### config.mk
export PLATFORM = sky130hd
export DESIGN_NAME = sorted_unique_set_engine
export DESIGN_NICKNAME = d
export VERILOG_FILES = /design/src/hw/rtl/sus_pkg.sv /design/src/hw/rtl/sus_cell.sv /design/src/hw/rtl/sorted_unique_set_engine.sv
export SDC_FILE = /design/constraint.sdc
export NUM_CORES = 2
export LEC_CHECK = 0
export CAP_MARGIN = 20
export CORE_AREA = 2 2 255 257
export CTS_BUF_LIST = sky130_fd_sc_hd__clkbuf_4
export CTS_CLUSTER_DIAMETER = 60
export DETAILED_ROUTE_END_ITERATION = 8
export DIE_AREA = 0 0 257 259
export DONT_BUFFER_PORTS = 1
export GPL_TIMING_DRIVEN = 0
export PLACE_DENSITY = 0.8
export SETUP_SLACK_MARGIN = 0.2
export SYNTH_ARGS = -nofsm -noshare
export SYNTH_HDL_FRONTEND = slang
export SYNTH_SLANG_ARGS = --single-unit
### constraint.sdc
create_clock -name clk -period 6.85 [get_ports clk]
set_input_delay 0.3425 -clock clk [delete_from_list [all_inputs] [get_ports clk]]
set_output_delay 0.3425 -clock clk [all_outputs]
set_load 0.1 [all_outputs]
### src/hw/rtl/sus_pkg.sv
// ----------------------------------------------------------------------------
// sus_pkg
// Shared types and codes for the sorted unique set engine.
// ----------------------------------------------------------------------------
`default_nettype none

package sus_pkg;

    localparam int FUNC_W   = 2;
    localparam int STATUS_W = 3;
    localparam int COUNT_W  = 5;
    localparam int IN_VAL_W = 32;

    localparam logic [FUNC_W-1:0] FUNC_INSERT = 2'd0;
    localparam logic [FUNC_W-1:0] FUNC_REMOVE = 2'd1;
    localparam logic [FUNC_W-1:0] FUNC_CLEAR  = 2'd2;

    localparam logic [STATUS_W-1:0] ST_INSERTED  = 3'd0;
    localparam logic [STATUS_W-1:0] ST_DUPLICATE = 3'd1;
    localparam logic [STATUS_W-1:0] ST_FULL      = 3'd2;
    localparam logic [STATUS_W-1:0] ST_REMOVED   = 3'd3;
    localparam logic [STATUS_W-1:0] ST_NOT_FOUND = 3'd4;
    localparam logic [STATUS_W-1:0] ST_CLEARED   = 3'd5;

    // Update command broadcast along the row of cells
    typedef struct packed {
        logic upd;   // update this cycle
        logic ins;   // open a slot and write the new value
        logic rem;   // close the slot holding the matching value
        logic clr;   // drop every entry
    } sus_ctrl_t;

endpackage

`default_nettype wire

### src/hw/rtl/sus_cell.sv
// ----------------------------------------------------------------------------
// sus_cell
// One slot of the sorted row: holds a value and its valid flag, compares it
// against the incoming value and shifts with its neighbours on update.
// ----------------------------------------------------------------------------
`default_nettype none

module sus_cell #(
    parameter int VALUE_BITS = 32
) (
    input  wire logic                  clk,
    input  wire logic                  rst_n,
    input  wire logic                  load,
    input  wire logic [VALUE_BITS-1:0] cmp_value,
    input  wire sus_pkg::sus_ctrl_t    ctrl,
    input  wire logic [VALUE_BITS-1:0] new_value,
    input  wire logic [VALUE_BITS-1:0] left_value,
    input  wire logic                  left_valid,
    input  wire logic                  left_lt,
    input  wire logic [VALUE_BITS-1:0] right_value,
    input  wire logic                  right_valid,
    output logic [VALUE_BITS-1:0]      value_q,
    output logic                       valid_q,
    output logic                       lt_q,
    output logic                       eq_q
);
    import sus_pkg::*;

    logic [VALUE_BITS-1:0] value_reg;
    logic [VALUE_BITS-1:0] value_next;
    logic                  valid_reg;
    logic                  valid_next;
    logic                  lt_reg;
    logic                  eq_reg;

    always_comb
    begin
        value_next = value_reg;
        valid_next = valid_reg;
        if (ctrl.clr)
        begin
            valid_next = 1'b0;
        end
        else if (ctrl.ins && !lt_reg)
        begin
            // first slot not below the value takes it, the rest shift right
            if (left_lt)
            begin
                value_next = new_value;
                valid_next = 1'b1;
            end
            else
            begin
                value_next = left_value;
                valid_next = left_valid;
            end
        end
        else if (ctrl.rem && !lt_reg)
        begin
            value_next = right_value;
            valid_next = right_valid;
        end
    end

    always_ff @(posedge clk or negedge rst_n)
    begin
        if (!rst_n)
        begin
            valid_reg <= 1'b0;
            lt_reg    <= 1'b0;
            eq_reg    <= 1'b0;
        end
        else
        begin
            if (load)
            begin
                lt_reg <= valid_reg && ($signed(value_reg) < $signed(cmp_value));
                eq_reg <= valid_reg && (value_reg == cmp_value);
            end
            if (ctrl.upd)
            begin
                valid_reg <= valid_next;
            end
        end
    end

    always_ff @(posedge clk)
    begin
        if (ctrl.upd)
        begin
            value_reg <= value_next;
        end
    end

    assign value_q = value_reg;
    assign valid_q = valid_reg;
    assign lt_q    = lt_reg;
    assign eq_q    = eq_reg;

endmodule

`default_nettype wire

### src/hw/rtl/sorted_unique_set_engine.sv
// ----------------------------------------------------------------------------
// sorted_unique_set_engine
// Bounded ascending set of signed integers with insert, remove and clear,
// kept in a row of compare-and-shift cells.
// ----------------------------------------------------------------------------
// Each cell registers its compare on the input transfer edge. The whole row
// then shifts and the result is registered once the output register is free
// or being taken; a result left waiting there stalls the shift, and no input
// is taken from the transfer until the shift.
// The next input is taken while a result waits on the output register.
// Reset: asynchronous, active low; empties the set and drops any result.
`default_nettype none

module sorted_unique_set_engine #(
    parameter int CAPACITY   = 16,
    parameter int VALUE_BITS = 32
) (
    input  wire logic        clk,
    input  wire logic        rst_n,
    input  wire logic        s_tvalid,
    output logic             s_tready,
    input  wire logic [39:0] s_tdata,   // func[1:0], value[33:2], zero pad
    output logic             m_tvalid,
    input  wire logic        m_tready,
    output logic [7:0]       m_tdata    // status[2:0], entry_count[7:3]
);
    import sus_pkg::*;

    localparam int CNT_W = $clog2(CAPACITY + 1);

    logic                  busy_reg;
    logic [FUNC_W-1:0]     func_reg;
    logic [VALUE_BITS-1:0] value_reg;
    logic [CNT_W-1:0]      count_reg;
    logic [CNT_W-1:0]      count_next;
    logic                  out_valid_reg;
    logic [STATUS_W-1:0]   status_reg;
    logic [STATUS_W-1:0]   status_next;
    logic [COUNT_W-1:0]    out_count_reg;
    logic [COUNT_W-1:0]    out_count;

    logic [VALUE_BITS-1:0] in_value;
    logic                  accept;
    logic                  do_upd;
    logic                  found;
    logic                  full;
    sus_ctrl_t             ctrl;

    logic [VALUE_BITS-1:0] cell_value [CAPACITY];
    logic [CAPACITY-1:0]   cell_valid;
    logic [CAPACITY-1:0]   cell_lt;
    logic [CAPACITY-1:0]   cell_eq;

    generate
        if (VALUE_BITS <= IN_VAL_W)
        begin : g_val_trunc
            assign in_value = s_tdata[FUNC_W +: VALUE_BITS];
        end
        else
        begin : g_val_ext
            assign in_value = {{(VALUE_BITS-IN_VAL_W){s_tdata[FUNC_W+IN_VAL_W-1]}},
                               s_tdata[FUNC_W +: IN_VAL_W]};
        end

        if (CNT_W >= COUNT_W)
        begin : g_cnt_trunc
            assign out_count = count_next[COUNT_W-1:0];
        end
        else
        begin : g_cnt_ext
            assign out_count = {{(COUNT_W-CNT_W){1'b0}}, count_next};
        end
    endgenerate

    assign s_tready = !busy_reg;
    assign accept   = s_tvalid && !busy_reg;
    assign do_upd   = busy_reg && (!out_valid_reg || m_tready);

    assign found = |cell_eq;
    assign full  = (count_reg == CNT_W'(CAPACITY));

    always_comb
    begin
        ctrl        = '0;
        ctrl.upd    = do_upd;
        count_next  = count_reg;
        status_next = ST_NOT_FOUND;
        case (func_reg)
            FUNC_INSERT:
            begin
                if (found)
                begin
                    status_next = ST_DUPLICATE;
                end
                else if (full)
                begin
                    status_next = ST_FULL;
                end
                else
                begin
                    status_next = ST_INSERTED;
                    ctrl.ins    = 1'b1;
                    count_next  = count_reg + 1'b1;
                end
            end
            FUNC_REMOVE:
            begin
                if (found)
                begin
                    status_next = ST_REMOVED;
                    ctrl.rem    = 1'b1;
                    count_next  = count_reg - 1'b1;
                end
            end
            FUNC_CLEAR:
            begin
                status_next = ST_CLEARED;
                ctrl.clr    = 1'b1;
                count_next  = '0;
            end
            default:
            begin
                status_next = ST_NOT_FOUND;
            end
        endcase
    end

    genvar gi;
    generate
        for (gi = 0; gi < CAPACITY; gi++)
        begin : g_cell
            logic [VALUE_BITS-1:0] lv;
            logic                  lvld;
            logic                  llt;
            logic [VALUE_BITS-1:0] rv;
            logic                  rvld;

            if (gi == 0)
            begin : g_first
                // nothing sits left of slot 0: treat it as below every value
                assign lv   = value_reg;
                assign lvld = 1'b0;
                assign llt  = 1'b1;
            end
            else
            begin : g_mid_l
                assign lv   = cell_value[gi-1];
                assign lvld = cell_valid[gi-1];
                assign llt  = cell_lt[gi-1];
            end

            if (gi == CAPACITY - 1)
            begin : g_last
                assign rv   = value_reg;
                assign rvld = 1'b0;
            end
            else
            begin : g_mid_r
                assign rv   = cell_value[gi+1];
                assign rvld = cell_valid[gi+1];
            end

            sus_cell #(
                .VALUE_BITS (VALUE_BITS)
            ) u_cell (
                .clk         (clk),
                .rst_n       (rst_n),
                .load        (accept),
                .cmp_value   (in_value),
                .ctrl        (ctrl),
                .new_value   (value_reg),
                .left_value  (lv),
                .left_valid  (lvld),
                .left_lt     (llt),
                .right_value (rv),
                .right_valid (rvld),
                .value_q     (cell_value[gi]),
                .valid_q     (cell_valid[gi]),
                .lt_q        (cell_lt[gi]),
                .eq_q        (cell_eq[gi])
            );
        end
    endgenerate

    always_ff @(posedge clk or negedge rst_n)
    begin
        if (!rst_n)
        begin
            busy_reg      <= 1'b0;
            count_reg     <= '0;
            out_valid_reg <= 1'b0;
        end
        else
        begin
            if (accept)
            begin
                busy_reg <= 1'b1;
            end
            else if (do_upd)
            begin
                busy_reg <= 1'b0;
            end

            if (do_upd)
            begin
                count_reg     <= count_next;
                out_valid_reg <= 1'b1;
            end
            else if (m_tready)
            begin
                out_valid_reg <= 1'b0;
            end
        end
    end

    always_ff @(posedge clk)
    begin
        if (accept)
        begin
            func_reg  <= s_tdata[FUNC_W-1:0];
            value_reg <= in_value;
        end
        if (do_upd)
        begin
            status_reg    <= status_next;
            out_count_reg <= out_count;
        end
    end

    assign m_tvalid = out_valid_reg;
    assign m_tdata  = {out_count_reg, status_reg};

endmodule

`default_nettype wire

==> out/metrics.csv <==
stage;metric;value;unit
synthesis;Post-Synth Adder-Cell Area;15.7;%
routing;wire per inst;24.8;um
worst_setup_path;Startpoint Class;flip-flop;
cells_and_area;share of layout cells above drive strength 1;11.9;%
worst_setup_path;Cell Chain, Critical Path;inv_1 -> nand2_1 -> clkbuf_1 -> inv_1 -> clkbuf_1 -> clkbuf_4 -> nand4_1 -> nand2_1;
placement;cell total after placement;4735;
die;Die H;259;um
die;IO Pins;54;
worst_setup_path;R2R Path End;g_cell[3].u_cell.eq_q;
placement;Final GP Congestion;0.961;
synthesis;fraction of registers with async set/reset;9.03;%
synthesis;EDFF count, synth;554;
synthesis;simple-gate share of the synthesized area;10.9;%
cells_and_area;Final Net Count;4687;
synthesis;post-synthesis average cell area;10.6;um2
routing;via/cell ratio;6.78;
worst_setup_path;max incr delay on CP;0.89;ns
synthesis;post-synthesis cell area;0.0411;mm2
timing;Tmin final;4.58;ns
cells_and_area;max FFs per register;512;
timing;fin crit share;66.8;%
routing;DRC viols;0;
job;max cap viols;0;
worst_setup_path;kind of critical path;flip-flop to flip-flop;
placement;DPL Wire Length;95300;um
worst_setup_path;Crit Path Max Fanout;43;
synthesis;Yosys reg bits;609;
worst_setup_path;Critical Path Start;busy_reg;
worst_setup_path;CP Capture Point;g_cell[3].u_cell.eq_q;
clocking;clk buf depth;3;
cells_and_area;register area;0.0180;mm2
synthesis;syn nets;4433;
die;Die ar.;0.0666;mm2
die;CORE AREA;0.0639;mm2
global_routing;gr usage total;37.6;%
cells_and_area;final core occ;71.1;%
cells_and_area;fin cells;5117;
clocking;worst skew pair latency;1.14;ns
synthesis;synth top area cells;edfxtp_1, ha_1, mux2i_1, a21oi_1, nor2_1;
synthesis;post-synth top area cell;edfxtp_1;
synthesis;Most used DFF post-synth;edfxtp_1;
global_routing;first-pass GRT wire length;193000;um
routing;initial DRC count;4263;
timing;worst-margin pin slew;1.19;ns
timing;post-route clock skew;0.0952;ns
timing;Final Hold Vio Count;0;
placement;# port buffers;0;
synthesis;synth unique cells;75;
timing;Setup TNS;0;ns
routing;DR vias;34706;
worst_setup_path;Arr. time, crit path;5.60;ns
clocking;register clock-pin slew on the reported worst setup and hold paths;0.07;ns
power_and_ir_drop;Max VDD drop;0.186;mV
routing;Antenna Violating Nets Remaining;0;
die;# rows;93;
synthesis;top-area cell type share of the netlist area;40.4;%
worst_setup_path;instance count on the critical path;8;
synthesis;XOR/XNOR share of the synthesized area;0.106;%
hold_path;Worst Hold Class;input port to flip-flop;
clocking;clk sinks;609;
routing;DRT Pass-1 Iters;8;
clocking;CTS tree;done;
cells_and_area;Layout area overhead;10.5;%
power_and_ir_drop;Power, Total;14.7;mW
clocking;H-tree levels;4;
worst_setup_path;crit path capture type;flip-flop;
worst_setup_path;Critical Path Slowest Stage Cell;clkbuf_4;
global_routing;vias in the first global route;34042;
synthesis;Synth Area in Compound Gates;13.6;%
die;DIE WIDTH;257;um
timing;RSZ-0062 raised after global routing;no;
worst_setup_path;Worst path top cell family by delay;buffers and inverters;
timing;Max transition margin;19.9;%
worst_setup_path;reg2reg start;busy_reg;
timing;Slew Limit Fails;0;
routing;final wirelength;127000;um
cells_and_area;footprint of the multi-input gates;0.0219;mm2
clocking;CTS root buffer;clkbuf_4;
clocking;post_cts resized;0;
power_and_ir_drop;Leak;17.3;nW
clocking;TritonCTS Buffers;169;
worst_setup_path;flop2flop setup slack;2.27;ns
timing;Max Fclk;0.218;GHz
power_and_ir_drop;power per cell area;324;mW/mm2
timing;hold_ws;0.0785;ns
global_routing;remaining global-route overflow;0;
clocking;Post-CTS Setup Repair Bufs;0;
synthesis;largest family of logic cells by synthesized area;adder cells;
worst_setup_path;worst path buffer plus inverter count;5;
timing;endpoints failing setup;0;
synthesis;Syn. warnings;0;
synthesis;register area share after synthesis;43.8;%
synthesis;Post-Syn Instances;3874;
cells_and_area;number of fill cells;4727;
worst_setup_path;r2r worst-path depth;8;
global_routing;largest net degree at the start of global routing;56;
outcome;status;finished clean;
synthesis;mux contribution to synthesized area;12.8;%
die;Starting Density;64.4;%
global_routing;antenna violations before repair;4;
worst_setup_path;CP required;7.87;ns
[metal layers]
metal | global-route usage, % | share of wire, % | up-vias
met5 | 0 | 0 | -
met4 | 18.9 | 4.4 | 0
met3 | 8.18 | 11 | 402
met2 | 57.4 | 44 | 2257
met1 | 51.0 | 40 | 16711
li1 | - | - | 15336
[worst min path at each step]
stage,slack (ns),startpoint,cells past startpoint,end
after floorplan,0.05,rst_n,0,busy_reg
after global placement,0.05,rst_n,0,m_tvalid
after detailed placement,0.05,rst_n,0,m_tvalid
after CTS,0.03,s_tvalid,4,g_cell[15].u_cell.eq_q
after global routing,0.13,s_tvalid,4,g_cell[15].u_cell.eq_q
final,0.08,s_tvalid,4,g_cell[15].u_cell.eq_q
[final cells by class]
type,count,share of cell area (%)
Clock buffer,249,4.11
Clock inverter,47,0.562
Tap cell,855,2.35
Timing Repair Buffer,83,2.11
Buffer,214,2.35
Inverter,68,0.562
Multi-Input combinational cell,2983,48.3
Antenna cell,9,0.0496
Sequential cell,609,39.6
[metrics by stage]
step	cell area, um2	worst slack [ns]
global route	45400	2.29
floorplan	41100	3.37
finish	45400	2.27
detailed placement	42500	2.49
global placement	42200	0.495
CTS	45400	2.47
[cells in the mapped netlist (all sizes together) (39+ instances only)]
cell type  number
nand2         153
ha            515
nand3          51
mux2           67
clkbuf         90
nor2          551
edfxtp        554
dfrtp          55
buf           124
nor4           39
nand4          84
o21ai          98
a21oi         659
a21o           48
mux2i         449
inv            67
[timing repair]
| item | 4_1_cts | 5_1_grt |
|---|---|---|
| hold buffers | 76 | 0 |
| endpoints found under the setup margin | 0 | 0 |
| endpoints found under the hold margin | 113 | 0 |
[logic make-up after synthesis]
kind of cell    Yosys count
simple gates            984
mux                     516
flops                   609
fa+ha+maj               515
buf+inv                 282
compound gates          963
xor+xnor                  5
[power by group]
| group | total, mW | switching, mW | internal (mW) |
|---|---|---|---|
| clock network | 3.47 | 1.73 | 1.73 |
| logic | 5.49 | 3.46 | 2.03 |
| registers | 5.75 | 0.713 | 5.03 |
[placed cells by master (no fill, tap or decap), drive strengths merged, types with 39 or more instances in the layout]
master / netlist / layout
o21ai: 98 / 98
dlygate4sd3: 0 / 74
nand3: 51 / 51
nand2: 153 / 153
ha: 515 / 515
dfrtp: 55 / 55
a21oi: 659 / 659
edfxtp: 554 / 554
nand4: 84 / 84
inv: 67 / 72
buf: 124 / 133
mux2i: 449 / 449
nor4: 39 / 39
mux2: 67 / 67
nor2: 551 / 551
clkbuf: 90 / 339
a21o: 48 / 48
[worst register-to-register path, stage by stage (launching register included)]
cell,delay (ns)
dfrtp_1,0.40
inv_1,0.65
nand2_1,0.56
clkbuf_1,0.48
inv_1,0.24
clkbuf_1,0.58
clkbuf_4,0.90
nand4_1,0.52
nand2_1,0.17
No activity file was read; power rests on OpenSTA's default activity.
